### src/design/fire_seek_mode_sequencer_assert.svh
// assertion macros shared by the sequencer modules
`ifndef FIRE_SEEK_MODE_SEQUENCER_ASSERT_SVH
`define FIRE_SEEK_MODE_SEQUENCER_ASSERT_SVH

// same-cycle implication, checked outside reset
`define FSMS_ASSERT_IMP(label, clk, rst_n, ante, cons, msg) \
    label: assert property (@(posedge clk) disable iff (!rst_n) (ante) |-> (cons)) \
        else $error(msg);

// next-cycle implication, checked outside reset
`define FSMS_ASSERT_NXT(label, clk, rst_n, ante, cons, msg) \
    label: assert property (@(posedge clk) disable iff (!rst_n) (ante) |=> (cons)) \
        else $error(msg);

`endif

### src/design/fsms_pkg.sv
// types and constants of the fire-seek mode sequencer
package fsms_pkg;

    localparam int DIST_W  = 10;
    localparam int TICK_IN_W = 32;
    localparam int ANGLE_W = 8;
    localparam int PERIOD_W = 16;
    localparam int LIMIT_W = 10;
    localparam int CFG_IDX_W = 3;
    localparam int CFG_DATA_W = 16;

    localparam logic [ANGLE_W-1:0] ANGLE_MAX   = 8'd180;
    localparam logic [ANGLE_W-1:0] HOLD_CENTER = 8'd90;
    localparam logic [ANGLE_W-1:0] HOLD_HOME   = 8'd0;

    typedef enum logic [0:0] {
        OP_SENSE   = 1'b0,
        OP_CONTROL = 1'b1
    } t_op;

    typedef enum logic [2:0] {
        MODE_PATROL     = 3'd0,
        MODE_PAUSE      = 3'd1,
        MODE_TURN       = 3'd2,
        MODE_APPROACH   = 3'd3,
        MODE_FAN        = 3'd4
    } t_mode;

    typedef enum logic [2:0] {
        MOT_STOP     = 3'd0,
        MOT_FWD      = 3'd1,
        MOT_REV      = 3'd2,
        MOT_SPIN_L   = 3'd3,
        MOT_SPIN_R   = 3'd4,
        MOT_APPROACH = 3'd5
    } t_motion;

    typedef enum logic [CFG_IDX_W-1:0] {
        CFG_DETECT_LIMIT  = 3'd0,
        CFG_STOP_LIMIT    = 3'd1,
        CFG_PATROL_PERIOD = 3'd2,
        CFG_FAN_MAX       = 3'd3,
        CFG_PAUSE         = 3'd4,
        CFG_TURN          = 3'd5,
        CFG_RIGHT_SECTOR  = 3'd6,
        CFG_LEFT_SECTOR   = 3'd7
    } t_cfg_idx;

    typedef struct packed {
        logic [LIMIT_W-1:0]  detect_limit;
        logic [LIMIT_W-1:0]  stop_limit;
        logic [PERIOD_W-1:0] patrol_period;
        logic [PERIOD_W-1:0] fan_max;
        logic [PERIOD_W-1:0] pause_len;
        logic [PERIOD_W-1:0] turn_len;
        logic [ANGLE_W-1:0]  right_sector;
        logic [ANGLE_W-1:0]  left_sector;
    } t_cfg;

    typedef struct packed {
        t_op                  operation;
        logic [DIST_W-1:0]    distance_cm;
        logic [TICK_IN_W-1:0] now_tick;
        logic [1:0]           random_pick;
    } t_item;

    typedef struct packed {
        logic [ANGLE_W-1:0] servo_angle;
        t_motion            motion;
        logic               fan_on;
        t_mode              mode;
        logic               fire_seen;
        logic               fire_near;
    } t_result;

endpackage

### src/design/fsms_in_if.sv
// input item channel
interface fsms_in_if;
    import fsms_pkg::*;

    logic                 valid;
    logic                 ready;
    logic [0:0]           operation;
    logic [DIST_W-1:0]    distance_cm;
    logic [TICK_IN_W-1:0] now_tick;
    logic [1:0]           random_pick;

    modport source (output valid, operation, distance_cm, now_tick, random_pick,
                    input ready);
    modport sink (input valid, operation, distance_cm, now_tick, random_pick,
                  output ready);
endinterface

### src/design/fsms_out_if.sv
// result item channel
interface fsms_out_if;
    import fsms_pkg::*;

    logic               valid;
    logic               ready;
    logic [ANGLE_W-1:0] servo_angle;
    logic [2:0]         motion;
    logic               fan_on;
    logic [2:0]         mode;
    logic               fire_seen;
    logic               fire_near;

    modport source (output valid, servo_angle, motion, fan_on, mode, fire_seen, fire_near,
                    input ready);
    modport sink (input valid, servo_angle, motion, fan_on, mode, fire_seen, fire_near,
                  output ready);
endinterface

### src/design/fsms_cfg_if.sv
// configuration write channel
interface fsms_cfg_if;
    import fsms_pkg::*;

    logic                  valid;
    logic                  ready;
    logic [CFG_IDX_W-1:0]  index;
    logic [CFG_DATA_W-1:0] data;

    modport source (output valid, index, data, input ready);
    modport sink (input valid, index, data, output ready);
endinterface

### src/design/fsms_core.sv
// servo sweep, range latch and five-mode sequencer state
`include "fire_seek_mode_sequencer_assert.svh"

module fsms_core #(
    parameter int TICK_WIDTH  = 32,
    parameter int RANGE_WIDTH = 10,
    parameter int SWEEP_STEP  = 10
) (
    input  logic             i_clk,
    input  logic             i_rst_n,
    input  logic             i_accept,
    input  fsms_pkg::t_item  i_item,
    input  fsms_pkg::t_cfg   i_cfg,
    output fsms_pkg::t_result o_result
);
    import fsms_pkg::*;

    localparam logic [RANGE_WIDTH-1:0] RANGE_MAX = '1;
    localparam int RANGE_RST_INT = (999 > (2**RANGE_WIDTH - 1)) ? (2**RANGE_WIDTH - 1) : 999;
    localparam logic [RANGE_WIDTH-1:0] RANGE_RST = RANGE_WIDTH'(RANGE_RST_INT);
    localparam logic [ANGLE_W-1:0] STEP = ANGLE_W'(SWEEP_STEP);

    t_mode                  r_mode, n_mode;
    t_motion                r_motion, n_motion;
    t_motion                r_patrol_motion, n_patrol_motion;
    logic [ANGLE_W-1:0]     r_angle, n_angle;
    logic [ANGLE_W-1:0]     r_hold, n_hold;
    logic                   r_sweep_up, n_sweep_up;
    logic                   r_scan, n_scan;
    logic                   r_fan, n_fan;
    logic [RANGE_WIDTH-1:0] r_range, n_range;
    logic [TICK_WIDTH-1:0]  r_patrol_dl, n_patrol_dl;
    logic [TICK_WIDTH-1:0]  r_pause_start, n_pause_start;
    logic [TICK_WIDTH-1:0]  r_turn_dl, n_turn_dl;
    logic [TICK_WIDTH-1:0]  r_fan_start, n_fan_start;

    logic [63:0]           now_wide;
    logic [TICK_WIDTH-1:0] now;
    logic                  is_ctrl;
    logic                  lost;
    logic                  far;
    logic                  patrol_due;
    logic                  turn_due;
    logic                  pause_done;
    logic                  fan_done;
    logic [TICK_WIDTH-1:0] patrol_diff, turn_diff, pause_el, fan_el;
    logic [ANGLE_W:0]      up_sum;

    assign now_wide = {32'd0, i_item.now_tick};
    assign now      = now_wide[TICK_WIDTH-1:0];
    assign is_ctrl  = (i_item.operation == OP_CONTROL);

    assign lost = 16'(r_range) > 16'(i_cfg.detect_limit);
    assign far  = 16'(r_range) > 16'(i_cfg.stop_limit);

    // wrap-safe timer tests
    assign patrol_diff = now - r_patrol_dl;
    assign turn_diff   = now - r_turn_dl;
    assign pause_el    = now - r_pause_start;
    assign fan_el      = now - r_fan_start;
    assign patrol_due  = !patrol_diff[TICK_WIDTH-1];
    assign turn_due    = !turn_diff[TICK_WIDTH-1];
    assign pause_done  = pause_el >= TICK_WIDTH'(i_cfg.pause_len);
    assign fan_done    = fan_el >= TICK_WIDTH'(i_cfg.fan_max);

    // next mode
    always_comb begin
        n_mode = r_mode;
        if (is_ctrl) begin
            unique case (r_mode)
                MODE_PATROL: begin
                    if (!lost) n_mode = MODE_PAUSE;
                end
                MODE_PAUSE: begin
                    if (lost) begin
                        n_mode = MODE_PATROL;
                    end else if (pause_done) begin
                        if (r_angle < i_cfg.right_sector || r_angle > i_cfg.left_sector) begin
                            n_mode = MODE_TURN;
                        end else begin
                            n_mode = MODE_APPROACH;
                        end
                    end
                end
                MODE_TURN: begin
                    if (lost) n_mode = MODE_PATROL;
                    else if (turn_due) n_mode = MODE_APPROACH;
                end
                MODE_APPROACH: begin
                    if (lost) n_mode = MODE_PATROL;
                    else if (!far) n_mode = MODE_FAN;
                end
                MODE_FAN: begin
                    if (fan_done || lost) n_mode = MODE_PATROL;
                end
                default: n_mode = MODE_PATROL;
            endcase
        end
    end

    // control-step outputs and timers
    always_comb begin
        n_motion        = r_motion;
        n_patrol_motion = r_patrol_motion;
        n_hold          = r_hold;
        n_scan          = r_scan;
        n_fan           = r_fan;
        n_patrol_dl     = r_patrol_dl;
        n_pause_start   = r_pause_start;
        n_turn_dl       = r_turn_dl;
        n_fan_start     = r_fan_start;
        if (is_ctrl) begin
            unique case (r_mode)
                MODE_PATROL: begin
                    n_scan = 1'b1;
                    n_hold = r_angle;
                    n_fan  = 1'b0;
                    if (lost) begin
                        if (patrol_due) begin
                            n_patrol_motion = t_motion'(3'(i_item.random_pick) + 3'd1);
                            n_patrol_dl     = now + TICK_WIDTH'(i_cfg.patrol_period);
                        end
                        n_motion = n_patrol_motion;
                    end else begin
                        n_motion      = MOT_STOP;
                        n_scan        = 1'b0;
                        n_pause_start = now;
                    end
                end
                MODE_PAUSE: begin
                    if (!lost) begin
                        if (pause_done) begin
                            if (r_angle < i_cfg.right_sector) begin
                                n_motion  = MOT_SPIN_R;
                                n_turn_dl = now + TICK_WIDTH'(i_cfg.turn_len);
                            end else if (r_angle > i_cfg.left_sector) begin
                                n_motion  = MOT_SPIN_L;
                                n_turn_dl = now + TICK_WIDTH'(i_cfg.turn_len);
                            end
                        end else begin
                            n_motion = MOT_STOP;
                        end
                    end
                end
                MODE_TURN: begin
                    if (lost || turn_due) n_motion = MOT_STOP;
                end
                MODE_APPROACH: begin
                    n_scan = 1'b0;
                    n_hold = HOLD_CENTER;
                    if (lost) begin
                        n_motion = MOT_STOP;
                        n_fan    = 1'b0;
                        n_scan   = 1'b1;
                    end else if (far) begin
                        n_motion = MOT_APPROACH;
                    end else begin
                        n_motion    = MOT_STOP;
                        n_fan       = 1'b1;
                        n_fan_start = now;
                    end
                end
                MODE_FAN: begin
                    n_motion = MOT_STOP;
                    if (fan_done || lost) begin
                        n_fan  = 1'b0;
                        n_scan = 1'b1;
                        n_hold = HOLD_HOME;
                    end
                end
                default: n_motion = MOT_STOP;
            endcase
        end
    end

    // servo sweep and range latch on a sensor update
    assign up_sum = {1'b0, r_angle} + {1'b0, STEP};

    always_comb begin
        n_angle    = r_angle;
        n_sweep_up = r_sweep_up;
        n_range    = r_range;
        if (!is_ctrl) begin
            if (r_scan) begin
                if (r_sweep_up) begin
                    if (up_sum >= {1'b0, ANGLE_MAX}) begin
                        n_angle    = ANGLE_MAX;
                        n_sweep_up = 1'b0;
                    end else begin
                        n_angle = up_sum[ANGLE_W-1:0];
                    end
                end else begin
                    if (r_angle <= STEP) begin
                        n_angle    = '0;
                        n_sweep_up = 1'b1;
                    end else begin
                        n_angle = r_angle - STEP;
                    end
                end
            end else begin
                n_angle = r_hold;
            end
            if (16'(i_item.distance_cm) > 16'(RANGE_MAX)) n_range = RANGE_MAX;
            else n_range = RANGE_WIDTH'(i_item.distance_cm);
        end
    end

    always_ff @(posedge i_clk) begin
        if (!i_rst_n) begin
            r_mode          <= MODE_PATROL;
            r_motion        <= MOT_STOP;
            r_patrol_motion <= MOT_STOP;
            r_angle         <= '0;
            r_hold          <= HOLD_CENTER;
            r_sweep_up      <= 1'b1;
            r_scan          <= 1'b1;
            r_fan           <= 1'b0;
            r_range         <= RANGE_RST;
            r_patrol_dl     <= '0;
            r_pause_start   <= '0;
            r_turn_dl       <= '0;
            r_fan_start     <= '0;
        end else if (i_accept) begin
            r_mode          <= n_mode;
            r_motion        <= n_motion;
            r_patrol_motion <= n_patrol_motion;
            r_angle         <= n_angle;
            r_hold          <= n_hold;
            r_sweep_up      <= n_sweep_up;
            r_scan          <= n_scan;
            r_fan           <= n_fan;
            r_range         <= n_range;
            r_patrol_dl     <= n_patrol_dl;
            r_pause_start   <= n_pause_start;
            r_turn_dl       <= n_turn_dl;
            r_fan_start     <= n_fan_start;
        end
    end

    // result reflects the state after this item
    always_comb begin
        o_result.servo_angle = n_angle;
        o_result.motion      = n_motion;
        o_result.fan_on      = n_fan;
        o_result.mode        = n_mode;
        o_result.fire_seen   = 16'(n_range) <= 16'(i_cfg.detect_limit);
        o_result.fire_near   = 16'(n_range) <= 16'(i_cfg.stop_limit);
    end

    `FSMS_ASSERT_IMP(a_fan_iff_ext, i_clk, i_rst_n, 1'b1, r_fan == (r_mode == MODE_FAN), "fan state disagrees with mode")
    `FSMS_ASSERT_IMP(a_scan_off_busy, i_clk, i_rst_n, r_mode != MODE_PATROL, !r_scan, "servo scanning outside patrol")
    `FSMS_ASSERT_IMP(a_ext_stopped, i_clk, i_rst_n, r_mode == MODE_FAN, r_motion == MOT_STOP, "moving while extinguishing")

endmodule

### src/design/fire_seek_mode_sequencer.sv
// fire-seek mode sequencer: top level with handshake, configuration and result register
// Takes one item per clock cycle unless stalled, sensor updates and control steps mixed in any order,
// and returns exactly one result per item, registered, in the cycle after acceptance. The
// whole state update of an item is combinational compares and adds on the state
// registers, so the following item sees it immediately; the only stall is a result
// still waiting in the output register while the receiver is not ready. Configuration
// writes are always accepted and take effect at once; write them only while idle.
`include "fire_seek_mode_sequencer_assert.svh"

module fire_seek_mode_sequencer #(
    parameter int TICK_WIDTH  = 32,
    parameter int RANGE_WIDTH = 10,
    parameter int SWEEP_STEP  = 10
) (
    input  logic        i_clk,
    input  logic        i_rst_n,
    fsms_in_if.sink     i_in,
    fsms_cfg_if.sink    i_cfg,
    fsms_out_if.source  o_out
);
    import fsms_pkg::*;

    t_cfg    r_cfg;
    t_item   item;
    t_result result;
    t_result r_out;
    logic    r_out_valid;
    logic    in_acc;

    assign i_in.ready = !r_out_valid || o_out.ready;
    assign in_acc     = i_in.valid && i_in.ready;

    assign item.operation   = t_op'(i_in.operation);
    assign item.distance_cm = i_in.distance_cm;
    assign item.now_tick    = i_in.now_tick;
    assign item.random_pick = i_in.random_pick;

    assign i_cfg.ready = 1'b1;

    always_ff @(posedge i_clk) begin
        if (!i_rst_n) begin
            r_cfg.detect_limit  <= 10'd300;
            r_cfg.stop_limit    <= 10'd50;
            r_cfg.patrol_period <= 16'd3000;
            r_cfg.fan_max       <= 16'd5000;
            r_cfg.pause_len     <= 16'd300;
            r_cfg.turn_len      <= 16'd1308;
            r_cfg.right_sector  <= 8'd60;
            r_cfg.left_sector   <= 8'd120;
        end else if (i_cfg.valid) begin
            unique case (t_cfg_idx'(i_cfg.index))
                CFG_DETECT_LIMIT:  r_cfg.detect_limit  <= i_cfg.data[LIMIT_W-1:0];
                CFG_STOP_LIMIT:    r_cfg.stop_limit    <= i_cfg.data[LIMIT_W-1:0];
                CFG_PATROL_PERIOD: r_cfg.patrol_period <= i_cfg.data[PERIOD_W-1:0];
                CFG_FAN_MAX:       r_cfg.fan_max       <= i_cfg.data[PERIOD_W-1:0];
                CFG_PAUSE:         r_cfg.pause_len     <= i_cfg.data[PERIOD_W-1:0];
                CFG_TURN:          r_cfg.turn_len      <= i_cfg.data[PERIOD_W-1:0];
                CFG_RIGHT_SECTOR:  r_cfg.right_sector  <= i_cfg.data[ANGLE_W-1:0];
                CFG_LEFT_SECTOR:   r_cfg.left_sector   <= i_cfg.data[ANGLE_W-1:0];
                default:           r_cfg.left_sector   <= r_cfg.left_sector;
            endcase
        end
    end

    fsms_core #(
        .TICK_WIDTH  (TICK_WIDTH),
        .RANGE_WIDTH (RANGE_WIDTH),
        .SWEEP_STEP  (SWEEP_STEP)
    ) u_core (
        .i_clk    (i_clk),
        .i_rst_n  (i_rst_n),
        .i_accept (in_acc),
        .i_item   (item),
        .i_cfg    (r_cfg),
        .o_result (result)
    );

    always_ff @(posedge i_clk) begin
        if (!i_rst_n) begin
            r_out_valid <= 1'b0;
        end else if (in_acc) begin
            r_out_valid <= 1'b1;
        end else if (o_out.ready) begin
            r_out_valid <= 1'b0;
        end
    end

    always_ff @(posedge i_clk) begin
        if (in_acc) begin
            r_out <= result;
        end
    end

    assign o_out.valid       = r_out_valid;
    assign o_out.servo_angle = r_out.servo_angle;
    assign o_out.motion      = r_out.motion;
    assign o_out.fan_on      = r_out.fan_on;
    assign o_out.mode        = r_out.mode;
    assign o_out.fire_seen   = r_out.fire_seen;
    assign o_out.fire_near   = r_out.fire_near;

    `FSMS_ASSERT_IMP(a_stall_blocks_in, i_clk, i_rst_n, r_out_valid && !o_out.ready, !i_in.ready, "item taken while result stalled")
    `FSMS_ASSERT_IMP(a_empty_takes_in, i_clk, i_rst_n, !r_out_valid, i_in.ready, "input blocked with empty result register")
    `FSMS_ASSERT_NXT(a_accept_gives_out, i_clk, i_rst_n, in_acc, r_out_valid, "accepted item produced no result")

endmodule

### src/flat_wrapper.sv
// flat-port wrapper written by rule: the top's interface ports become plain ports
module fire_seek_mode_sequencer_flat import fsms_pkg::*;
#(
    parameter int TICK_WIDTH  = 32,
    parameter int RANGE_WIDTH = 10,
    parameter int SWEEP_STEP  = 10
)
  (i_clk, i_rst_n, i_in_valid, i_in_operation, i_in_distance_cm, i_in_now_tick, i_in_random_pick, i_in_ready, i_cfg_valid, i_cfg_index, i_cfg_data, i_cfg_ready, o_out_valid, o_out_servo_angle, o_out_motion, o_out_fan_on, o_out_mode, o_out_fire_seen, o_out_fire_near, o_out_ready);
  fsms_in_if i_in_i ();
  fsms_cfg_if i_cfg_i ();
  fsms_out_if o_out_i ();
  input  logic i_clk;
  input  logic i_rst_n;
  input wire logic [$bits(i_in_i.valid)-1:0] i_in_valid;
  input wire logic [$bits(i_in_i.operation)-1:0] i_in_operation;
  input wire logic [$bits(i_in_i.distance_cm)-1:0] i_in_distance_cm;
  input wire logic [$bits(i_in_i.now_tick)-1:0] i_in_now_tick;
  input wire logic [$bits(i_in_i.random_pick)-1:0] i_in_random_pick;
  output wire logic [$bits(i_in_i.ready)-1:0] i_in_ready;
  input wire logic [$bits(i_cfg_i.valid)-1:0] i_cfg_valid;
  input wire logic [$bits(i_cfg_i.index)-1:0] i_cfg_index;
  input wire logic [$bits(i_cfg_i.data)-1:0] i_cfg_data;
  output wire logic [$bits(i_cfg_i.ready)-1:0] i_cfg_ready;
  output wire logic [$bits(o_out_i.valid)-1:0] o_out_valid;
  output wire logic [$bits(o_out_i.servo_angle)-1:0] o_out_servo_angle;
  output wire logic [$bits(o_out_i.motion)-1:0] o_out_motion;
  output wire logic [$bits(o_out_i.fan_on)-1:0] o_out_fan_on;
  output wire logic [$bits(o_out_i.mode)-1:0] o_out_mode;
  output wire logic [$bits(o_out_i.fire_seen)-1:0] o_out_fire_seen;
  output wire logic [$bits(o_out_i.fire_near)-1:0] o_out_fire_near;
  input wire logic [$bits(o_out_i.ready)-1:0] o_out_ready;
  assign i_in_i.valid = i_in_valid;
  assign i_in_i.operation = i_in_operation;
  assign i_in_i.distance_cm = i_in_distance_cm;
  assign i_in_i.now_tick = i_in_now_tick;
  assign i_in_i.random_pick = i_in_random_pick;
  assign i_in_ready = i_in_i.ready;
  assign i_cfg_i.valid = i_cfg_valid;
  assign i_cfg_i.index = i_cfg_index;
  assign i_cfg_i.data = i_cfg_data;
  assign i_cfg_ready = i_cfg_i.ready;
  assign o_out_valid = o_out_i.valid;
  assign o_out_servo_angle = o_out_i.servo_angle;
  assign o_out_motion = o_out_i.motion;
  assign o_out_fan_on = o_out_i.fan_on;
  assign o_out_mode = o_out_i.mode;
  assign o_out_fire_seen = o_out_i.fire_seen;
  assign o_out_fire_near = o_out_i.fire_near;
  assign o_out_i.ready = o_out_ready;
  fire_seek_mode_sequencer #(.TICK_WIDTH(TICK_WIDTH), .RANGE_WIDTH(RANGE_WIDTH), .SWEEP_STEP(SWEEP_STEP)) u_core (.i_clk(i_clk), .i_rst_n(i_rst_n), .i_in(i_in_i), .i_cfg(i_cfg_i), .o_out(o_out_i));
endmodule
### config.mk
export PLATFORM = sky130hd
export DESIGN_NAME = fire_seek_mode_sequencer_flat
export DESIGN_NICKNAME = d
export VERILOG_FILES = /design/src/design/fsms_pkg.sv /design/src/design/fsms_in_if.sv /design/src/design/fsms_out_if.sv /design/src/design/fsms_cfg_if.sv /design/src/design/fsms_core.sv /design/src/design/fire_seek_mode_sequencer.sv /design/src/flat_wrapper.sv
export VERILOG_INCLUDE_DIRS = /design/src /design/src/design
export SDC_FILE = /design/constraint.sdc
export NUM_CORES = 1
export LEC_CHECK = 0
export ABC_AREA = 0
export BUFFER_PORTS_ARGS = -buffer_cell sky130_fd_sc_hd__buf_2
export CORE_MARGIN = 2
export CORE_UTILIZATION = 60
export CTS_CLUSTER_DIAMETER = 40
export DETAILED_ROUTE_END_ITERATION = 8
export PLACE_DENSITY = 0.78
export SETUP_SLACK_MARGIN = 0.3
export SLEW_MARGIN = 15
export SYNTH_ARGS = -nofsm -noshare
export SYNTH_HDL_FRONTEND = slang
export SYNTH_SLANG_ARGS = --single-unit
### constraint.sdc
create_clock -name i_clk -period 11.9 [get_ports i_clk]
set_input_delay 0.595 -clock i_clk [delete_from_list [all_inputs] [get_ports i_clk]]
set_output_delay 0.595 -clock i_clk [all_outputs]
set_load 0.02 [all_outputs]
# == Word-level counts from Yosys, hierarchy flattened ==
# Cells that the tools add are included.
# totals
wordCells,138
in_bits,69
output_inout_bits,20
ff_bits,284
# classes
bitwise_logic,4
muxes,45
magnitude_cmp,10
n_reduce_logical,30
eq_ne,12
add_sub_neg,9
# op_table
op,count
subtractor 32 bit,4
adder 32 x 16 -> 32 bit,2
>= comparator 32 x 16 -> 1 bit,2
2-to-1 mux 32 bit,2
2-to-1 mux 3 bit,19
2-to-1 mux 8 bit,6
case mux 8 bit (3 select lines),1
> comparator 10 bit,2
less-or-equal comparator 10 bit,2
AND reduction 2 bit,8
AND reduction 4 bit,4
"== test 3 bit, second input constant",5
case mux 3 bit (5 select lines),1
"== test 3 x 2 -> 1 bit, second input constant",4
2-to-1 mux 1 bit,12
case mux 3 bit (4 select lines),1
2-to-1 mux 10 bit,1
AND reduction 5 bit,2
"adder 8 x 4 -> 9 bit, second input constant",1
">= comparator 9 x 8 -> 1 bit, second input constant",1
> comparator 8 bit,1
"less-or-equal comparator 8 x 4 -> 1 bit, second input constant",1
less-than comparator 8 bit,1
"subtractor 8 x 4 -> 8 bit, second input constant",1
15 further kinds,26

# == Longest topological paths before layout ==
# Gate-level depths: netlist of the first run.
# depth
depth_word,7
depth_mapped,25
mapped_depth_nobuf,23

# == Cells and area by module ==
# Synthesis of the first run repeated with hierarchy kept, for this count alone.
# hier_totals
cells_unflattened,2612
area_unflattened_um2,20850.0
# by_module_without_submodules
mod,cells_per_inst,instances,area_per_inst_um2,seq_area_each_um2
fsms_core,2222,1,16445.8,3323.2
fire_seek_mode_sequencer,390,1,4404.2,2532.4

# == Worst setup path after synthesis of the first run ==
# OpenSTA, ideal clock, no wires.
# synth_path
kind,input to register
startpoint,in i_in_now_tick[0]
endpoint,reg u_core.u_core.r_turn_dl[0]
slack_ns,6.619
path_buffers,2
arrival_time_ns,5.153
setup_time_ns,0.128
required_time_ns,11.772
stages,25
cell_sequence,inv_1 > ha_1 > fa_1 > nand2b_1 > a21o_1 > and3_1 > o21ai_1 > nand2_1 > nand2_1 > xor2_1 > ha_1 > a21oi_1 > o22ai_1 > or4_1 > a211oi_1 > o2111ai_1 > a2111oi_2 > nand4_1 > a2111oi_0 > nand4_1 > nand4b_1 > buf_4 > buf_6 > mux2i_1 > nor2_1
# synth_via
elab_chain_len,3
elab_cells_between_ends,6
cone_classes,2 x add/sub; 1 x order compare; 2 x mux; 1 x reduce/logical
# synth_lines
element,line_no,rtl
start: declaration,flat_wrapper.sv:17,input wire logic [$bits(i_in_i.now_tick)-1:0] i_in_now_tick;
subtractor 32 bit / adder 32 x 16 -> 32 bit (equally long branches),"fsms_core.sv:59, fsms_core.sv:135, fsms_core.sv:138",
>= comparator 32 x 16 -> 1 bit / 2-to-1 mux 32 bit (equally long branches),"fsms_core.sv:63, fsms_core.sv:136",
AND reduction 6 bit (no line) / 2-to-1 mux 32 bit (equally long branches),-,
end signal: assignment,fsms_core.sv:235,r_turn_dl <= n_turn_dl;
end: declaration,fsms_core.sv:34,"logic [TICK_WIDTH-1:0] r_turn_dl, n_turn_dl;"
# Several ways; a longest one is shown, not always the timed one. The select of a mux whose other input is x is not followed.
# A chain may end at the register's enable or synchronous reset.

# == Worst setup path after layout of the first run ==
# layout_path
startpoint,reg u_core.u_core.r_pause_start[2]
endpoint,reg u_core.u_core.r_turn_dl[10]
# layout_via
elab_chain_len,3
# layout_lines
element,line_no,rtl
start: declaration,fsms_core.sv:33,"logic [TICK_WIDTH-1:0] r_pause_start, n_pause_start;"
start signal: assignment,fsms_core.sv:234,r_pause_start <= n_pause_start;
subtractor 32 bit,fsms_core.sv:59,assign pause_el = now - r_pause_start;
>= comparator 32 x 16 -> 1 bit,fsms_core.sv:63,assign pause_done = pause_el >= TICK_WIDTH'(i_cfg.pause_len);
AND reduction 6 bit (no line),-,
# No other way between the ends.

==> summary.md, run 1 <==
| Metric | Value |
|---|---|
| Drt total wl | 56.3 mm |
| Slew Limit Headroom | 30.2% |
| Gp weighted congestion | between 0.9 and 1 |
| Worst r2r src | u_core.u_core.r_pause_start[2] |
| Static Leakage | 0.00914 uW |
| FMAX | about 160 MHz |
| Setup_tns | 0 ns |
| Initial antenna violation count | 4 |
| Die X | 188 um |
| Skew-Pair Late Insertion Delay | 0.59 ns |
| Core area | 33400 um^2 |
| TritonCTS clock tree | yes |
| Crit. End Element | flop |
| Pwr dens | 132 nW/um^2 |
| Share of cells above drive strength 1 | 8.83% |
| Max-Cap Viols | 0 |
| CTS Sinks | 284 |
| Area Overhead vs Synth | 11.2% |
| I/O pin count | 89 |
| Mapped cell area | roughly 20000 um^2 |
| CTS Buffer Depth | 3 |
| Setup Skew | 0.0230 ns |
| Avg Cell Area, Syn | 7.79 um^2 |
| Antenna viol nets, final | 0 |
| Cells after Synth | 2611 |
| Hold depth | 2 |
| Die height | ~190 um |
| Status | finished, final reports clean |
| Post-synth top area cell | dfxtp_1 |
| Final worst-path cycle share | roughly 54% |
| Worst path required time | 12.41 ns |
| H-tree levels | 2 |
| Placed insts | 3032 |
| Startpoint types | flop |
| Postcts setup bufs | 0 |
| Final std cells w/o fill | between 3000 and 4000 |
| Async SR Flop Fraction | 0% |
| Die area | 35400 um^2 |
| Post-CTS Hold Buffers | 0 |
| Ys flop type | dfxtp_1 |
| Pre-CTS WS | between 5 and 6 ns |
| Hold Crit Start | i_in_random_pick[0] |
| Top-area cell type share of the netlist area | 26.3% |
| Crit path DAT | 6.91 ns |
| Vias | 18731 |
| Flop2flop setup slack | 5.51 ns |
| Crit path kind | reg2reg |
| DRT iter0 DRCs | 1449 |
| Buffers on Ports | 87 |
| GR Overflow Total | 0 |
| First-pass GRT wire length | 91.1 mm |
| Syn. warnings | 0 |
| Critical R2R Capture | u_core.u_core.r_turn_dl[10] |
| Final setup fails | 0 |
| Unrepaired setup endpoints after global routing | false |
| Via density | around 6.0 |
| Setup ws final | roughly 5.5 ns |
| DRT Pass-1 Iters | 8 |
| Clock transition at path regs | roughly 0.050 ns |
| DP Wirelength | 41.1 mm |
| Synth area leaders | dfxtp_1, ha_1, nand2_1 |
| Post-synth EDFFs | 17 |
| Worst-Margin Slew | 1.04 ns |
| Slew Limit Fails | 0 |
| Largest net degree at the start of global routing | about 110 |
| Peak VDD IR | 131 uV |
| CTS resizes | 0 |
| CTS Root Cell | clkbuf_16 |
| Mean routed wirelength per cell | 18.0 um |
| Placement row count | 67 |
| All-Layer GR Usage | 31.5% |
| WHS Endpoint | u_core.u_core.r_patrol_motion[0] |
| Syn Nets | 2929 |
| Hold_ws | between 0.2 and 0.25 ns |
| Fin crit period | 6.39 ns |
| Register bit total from synthesis | 284 |
| Initial core utilization | 60.8% |
| Reg2reg path depth | 22 |
| CTS Buf Count | 49 |
| Vias in the first global route | 17998 |
| Nets | just under 3000 |
| DR DRC count | 0 |
| Worst min path class | in2reg |
| Maximum fanout along the worst path | 48 |
| Hold Fails Final Rpt | 0 |
| Unique masters post-synth | 83 |
| N_diodes | 0 |
| Sequential share of the synthesized area | about 29% |
how the worst max path moves through the flow:
stage                                  endpoint                      startpoint
floorplan            u_core.u_core.r_turn_dl[0]                i_in_now_tick[0]
global placement     u_core.u_core.r_turn_dl[8]                i_in_now_tick[1]
detailed placement  u_core.u_core.r_turn_dl[10]                i_in_now_tick[1]
CTS                 u_core.u_core.r_turn_dl[10]  u_core.u_core.r_pause_start[2]
global route        u_core.u_core.r_turn_dl[10]  u_core.u_core.r_pause_start[2]
finish              u_core.u_core.r_turn_dl[10]  u_core.u_core.r_pause_start[2]
flip-flops by register name, indices dropped and copies added (netlist names), 3 cells and up:
name,count
u_core.o_out.servo_angle,8
u_core.u_core.r_range,10
u_core.u_core.r_hold,8
u_core.u_core.r_patrol_motion,3
u_core.u_core.r_motion,3
u_core.o_out.motion,3
u_core.u_core.r_fan_start,32
u_core.u_core.r_patrol_dl,32
u_core.r_cfg,100
u_core.u_core.r_pause_start,32
u_core.u_core.r_angle,8
u_core.u_core.r_turn_dl,32
u_core.u_core.r_mode,3
u_core.o_out.mode,3
per-layer routing:
metal | GRT usage [%] | wire, um
met1 | 42.1 | 25200
met5 | 0 | 55
met3 | 4.81 | 3850
met2 | 50.9 | 25100
met4 | 12.7 | 2110
critical path, stage by stage (launching register included):
cell and delay [ns]:
dfxtp_1 0.33, inv_1 0.04, ha_1 0.33, o211ai_1 0.20
a21o_1 0.13, nand3_1 0.20, a311oi_1 0.84, o21a_1 0.28
xnor2_1 0.13, ha_1 0.27, inv_1 0.06, o22ai_1 0.05
or4_1 0.47, a211oi_1 0.33, o2111ai_1 0.19, a2111oi_2 0.24
nand4_1 0.12, a2111oi_0 0.44, nand4_1 0.40, nand4b_1 0.24
buf_4 0.49, mux2_2 0.40, nor2_1 0.09
Yosys cell counts (all sizes together), types with 9 or more instances:
cell type and n:
xor2 41, o21bai 9, dfxtp 267, a31oi 18, o211ai 43, nor4 9
o21ai 103, nand2 381, a211oi 38, inv 236, xnor2 68, and3 12
nor2 191, nand2b 44, ha 245, a21o 65, nand4 51, o21a 19
a21oi 248, edfxtp 17, clkbuf 112, mux2 22, nor2b 26, buf 16
nand3 63, nor3 45, mux2i 81
per-stage QoR:
step | total power [uW] | util, % | cell area (um^2)
final | 2980 | 67.7 | 22600
after global routing | 3100 | 67.7 | 22600
after floorplan | 1400 | - | 20400
after CTS | 2990 | 67.7 | 22600
after detailed placement | 1550 | 62.6 | 20900
after global placement | 1530 | 62.6 | 20900
cell type report:
class	instances	area, um^2
clock inverter	31	332
tap	448	561
inverter	238	898
clock buffer	59	1380
multi-input combinational	1961	13100
fill	2786	10800
timing repair buffer	101	541
sequential	284	5860
cell usage in the layout (no fill, tap or decap), types with 7 or more instances in the layout:
cell,instances
a211oi_1,38
a21o_1,65
a21oi_1,247
a31oi_1,18
and3_1,11
buf_2,87
buf_4,14
clkbuf_16,51
clkbuf_8,7
clkinvlp_4,9
dfxtp_1,267
edfxtp_1,17
ha_1,245
inv_1,236
inv_6,9
mux2_2,16
mux2i_1,81
nand2_1,381
nand2b_1,44
nand3_1,63
nand3b_1,8
nand4_1,51
nor2_1,189
nor2b_1,26
nor3_1,44
nor4_1,8
o211ai_1,43
o21a_1,19
o21ai_0,100
o21bai_1,9
o22ai_1,8
o31ai_1,8
or2_2,7
or3_1,8
xnor2_1,68
xor2_1,41
power by group:
group | switching [uW] | internal, uW | leakage [uW]
Combinational | 322 | 203 | 0.00599
Clock | 540 | 904 | 0.000815
Sequential | 21.6 | 994 | 0.00234
Total | 884 | 2100 | 0.00914
cells by family after synthesis:
family	after synthesis	share of synthesized area [%]
AND/OR/NAND/NOR	874	19.5
flip-flops	284	28.8
XOR/XNOR	109	4.69
other	1	0.0184
multiplexers	103	5.31
adder cells (fa/ha/maj)	249	15.5
AO/OA/AOI/OAI	625	19.2
buffers and inverters	366	7.08
Power figures use the tool's default switching activity.
==> run 2, diff against run 1 <==
Settings changed: ABC_AREA 0 to 1, CORE_UTILIZATION 60 to 57.
Clock period 11.9 ns to 5.6 ns, I/O delays scaled along.
==> run 2 against run 1 <==
First-iteration DRC count is 16% higher. Clock-buffer cell count shrank 1. Synthesized cell count increased by 18%. Cell area increased by 2.3%. Largest cell class unchanged. Highest routed layer is now met4. Sequential power grew 110%. Die area rose by 6.9%.
==> summary.md, run 2 <==
| Metric | Value |
|---|---|
| Status | finished, final reports clean |
| Skew-Pair Late Insertion Delay | 0.60 ns (about the same) |
| Register bit total from synthesis | 284 (unchanged) |
| CP delay by family, top | simple AND/OR/NAND/NOR gates |
| FMAX | 242 MHz (+55%) |
| Initial core utilization | 58.1% (-2.8 points) |
| Hold_ws | 0.0600 ns (-0.169 ns) |
| Setup_tns | 0 ns (unchanged) |
| FILL cells | 3238 (+16%) |
| Via density | 5.67 (-5.6%) |
| Clock transition at path regs | 0.05 ns (about the same) |
| Maximum fanout along the worst path | 34 (-29%) |
| First-pass GRT wire length | 100 mm (+9.7%) |
| Largest net degree at the start of global routing | 125 (+11%) |
| CTS Sinks | 284 (unchanged) |
| Vias | 20618 (+10%) |
| Final worst-path cycle share | 73.7% (+20 points) |
| Static Leakage | 0.0108 uW (+19%) |
| Multi-input logic area | 12600 um^2 (-3.3%) |
| Max-Cap Viols | 0 (unchanged) |
| CTS Buffer Depth | 3 (unchanged) |
| Critical R2R Capture | u_core.u_core.r_turn_dl[31] |
| Die X | 195 um (+3.4%) |
| H-tree levels | 2 (unchanged) |
| Post-CTS Hold Buffers | 1 (+1) |
| Syn. warnings | 0 (unchanged) |
| DP Wirelength | 46.8 mm (+14%) |
| Cells after Synth | 3070 (+18%) |
| Drt total wl | 62.8 mm (+12%) |
| Post-synth top area cell | dfxtp_1 |
| Die area | 37900 um^2 (+6.9%) |
| Net load switching power | 2130 uW (+140%) |
| All-Layer GR Usage | 32.8% (+1.3 points) |
| Most common cell after layout, fill and taps aside | nand2_1 |
| Crit. End Element | flop |
| CTS resizes | 0 (unchanged) |
| Die height | 195 um (+3.4%) |
| Setup Skew | 0.0218 ns (-0.00119 ns) |
| Gp weighted congestion | 0.993 (+2.8%) |
| Post-synth EDFFs | 17 (unchanged) |
| Crit path kind | reg2reg |
| Synth Area in Adders | 15.2% (-0.26 points) |
| Worst r2r src | u_core.u_core.r_pause_start[5] |
| GR Overflow Total | 0 (unchanged) |
| Clk pwr share | 47.0% (-1.4 points) |
| Placement row count | 69 (+3.0%) |
| Peak VDD IR | 256 uV (+95%) |
| Final setup fails | 0 (unchanged) |
| Unrepaired setup endpoints after global routing | false |
| Pwr dens | 287 nW/um^2 (+120%) |
| CTS Root Cell | clkbuf_16 |
| Most flop-heavy register | u_core.r_cfg |
| Switching portion of total power | 32.0% (+2.4 points) |
| Slew Limit Fails | 0 (unchanged) |
| Async SR Flop Fraction | 0% (unchanged) |
| Syn Nets | 3388 (+16%) |
| Worst path required time | 6.08 ns (-6.33 ns) |
| Worst Setup EP | u_core.u_core.r_turn_dl[31] |
| DRT Pass-1 Iters | 6 (-2) |
| Avg Cell Area, Syn | 6.74 um^2 (-13%) |
| Hold Fails Final Rpt | 0 (unchanged) |
| Nets | 3451 (+17%) |
| Reg area | 5860 um^2 (unchanged) |
| Synth Area in XOR/XNOR | 3.81% (-0.88 points) |
| Simple-gate area share of the yosys netlist | 22.9% (+3.4 points) |
| Startpoint types | flop |
| Synth area leaders | dfxtp_1, ha_1, nand2_1 |
| Logic pwr share | 20.0% (+2.4 points) |
| CTS Buf Count | 50 (+2.0%) |
| Core area | 35700 um^2 (+6.6%) |
| Antenna viol nets, final | 0 (unchanged) |
| Vias in the first global route | 19374 (+7.6%) |
| P_int | 4520 uW (+120%) |
| Critical Path Source | u_core.u_core.r_pause_start[5] |
| Sequential share of the synthesized area | 28.3% (-0.49 points) |
| Mean routed wirelength per cell | 17.3 um (-4.2%) |
| Initial antenna violation count | 3 (-1) |
| Area Overhead vs Synth | 11.9% |
| Part of the power in registers | 32.9% (-1.1 points) |
| Worst path depth | 25 (+14%) |
| Commonest cells in the netlist | nand2_1, inv_1, a21oi_1 |
| Worst min path class | in2reg |
| Crit-path most repeated cell | nand2_1 |
| Reg2reg path depth | 25 (+14%) |
| Buf/Inv on CP | 4 (+1) |
| Most frequent cells in the layout | nand2_1, inv_1, a21oi_1, o21ai_0, dfxtp_1 |
| Fin crit period | 4.13 ns (-2.27 ns) |
| Flop2flop setup slack | 1.47 ns (-4.03 ns) |
| Mapped cell area | 20700 um^2 (+1.7%) |
| Count leader, synth | nand2_1 |
| Ys flop type | dfxtp_1 |
| Buffers on Ports | 87 (unchanged) |
| DRT iter0 DRCs | 1686 (+16%) |
| CP max stage cell | inv_2 |
| Multiplexer share of the synthesized area | 0% (-5.3 points) |
| Pre-CTS WS | 1.30 ns (-3.86 ns) |
| DR DRC count | 0 (unchanged) |
| Slowest cell delay on critical path | 0.54 ns (-0.30 ns) |
| Top-area cell type share of the netlist area | 25.8% (-0.44 points) |
| Largest family of logic cells by synthesized area | simple AND/OR/NAND/NOR gates |
| Worst-Margin Slew | 1.14 ns (+0.104 ns) |
| Unique masters post-synth | 55 (-34%) |
| Max reg flops | 100 (unchanged) |
| Crit path DAT | 4.61 ns (-2.30 ns) |
| Power Total | 6650 uW (+120%) |
| Share of cells above drive strength 1 | 7.56% (-1.3 points) |
| I/O pin count | 89 (unchanged) |
| Slew Limit Headroom | 23.8% (-6.4 points) |
| Compound-Gate Fraction of Synth Area | 19.1% (-0.046 points) |
| Setup ws final | 1.47 ns (-4.03 ns) |
| TritonCTS clock tree | yes |
| Postcts setup bufs | 0 (unchanged) |
run 2: changes by cell type after synthesis, sizes merged, moves of 55 or more:
| cell | before | now |
|---|---|---|
| nand2 | 381 | 678 |
| inv | 236 | 481 |
| o21ai | 103 | 300 |
| a21oi | 248 | 352 |
| mux2i | 81 | 0 |
| a21o | 65 | 4 |
| nand3 | 63 | 118 |
run 2: how the worst min path moves through the flow:
stage               depth (start not counted)                             end                            from
floorplan                                   2                u_core.r_cfg[18]                   i_cfg_data[2]
global placement                            2  u_core.u_core.r_pause_start[0]  u_core.u_core.r_pause_start[0]
detailed placement                          2    u_core.u_core.r_fan_start[3]    u_core.u_core.r_fan_start[3]
CTS                                         3  u_core.u_core.r_pause_start[0]                i_in_now_tick[0]
global route                                3                u_core.r_cfg[60]                  i_cfg_data[12]
finish                                      3  u_core.u_core.r_pause_start[0]                i_in_now_tick[0]
run 2: per-layer routing:
metal  GRT usage (%)  share of wire, %
met1            45.3                46
met2            51.4                44
met3            5.07               7.1
met4            12.8               3.3
met5               0                 0
run 2: logic make-up (layout without fill, tap and decap cells):
family,after synthesis,count (layout)
AND/OR/NAND/NOR,1134,1134
AO/OA/AOI/OAI,740,740
flip-flops,284,284
other,1,4
adder cells (fa/ha/maj),249,249
buffers and inverters,572,677
XOR/XNOR,90,90
run 2: power by group through the flow:
| stage | Clock, uW | Combinational, uW | Sequential (uW) |
|---|---|---|---|
| floorplan | 0 | 913 | 2230 |
| global placement | 0 | 1260 | 2230 |
| detailed placement | 0 | 1290 | 2230 |
| CTS | 3160 | 1310 | 2190 |
| global route | 3250 | 1500 | 2190 |
| finish | 3130 | 1330 | 2190 |
run 2: area by class of cell:
class                   instances  share of cell area, %
inverters                     485                   7.86
multi-input cells            2214                   54.6
flip-flops and latches        284                   25.3
diodes                          3                 0.0324
well taps                     461                   2.49
clock inverters                36                   1.73
repair buffers                 98                   2.27
clock buffers                  58                   5.75
run 2: worst min-delay path: cells and delay by family:
family                 cells  cell delay (ns)
AOI/OAI and AO/OA          2             0.19
buffers and inverters      1             0.13
run 2: metrics by stage:
step | instance area, um^2 | cells | util [%]
after detailed placement | 21400 | 3541 | 60.1
after global routing | 23200 | 3638 | 65.0
after CTS | 23200 | 3636 | 65.0
final | 23200 | 3639 | 65.0
after floorplan | 20700 | 3070 | -
after global placement | 21400 | 3541 | 60.1
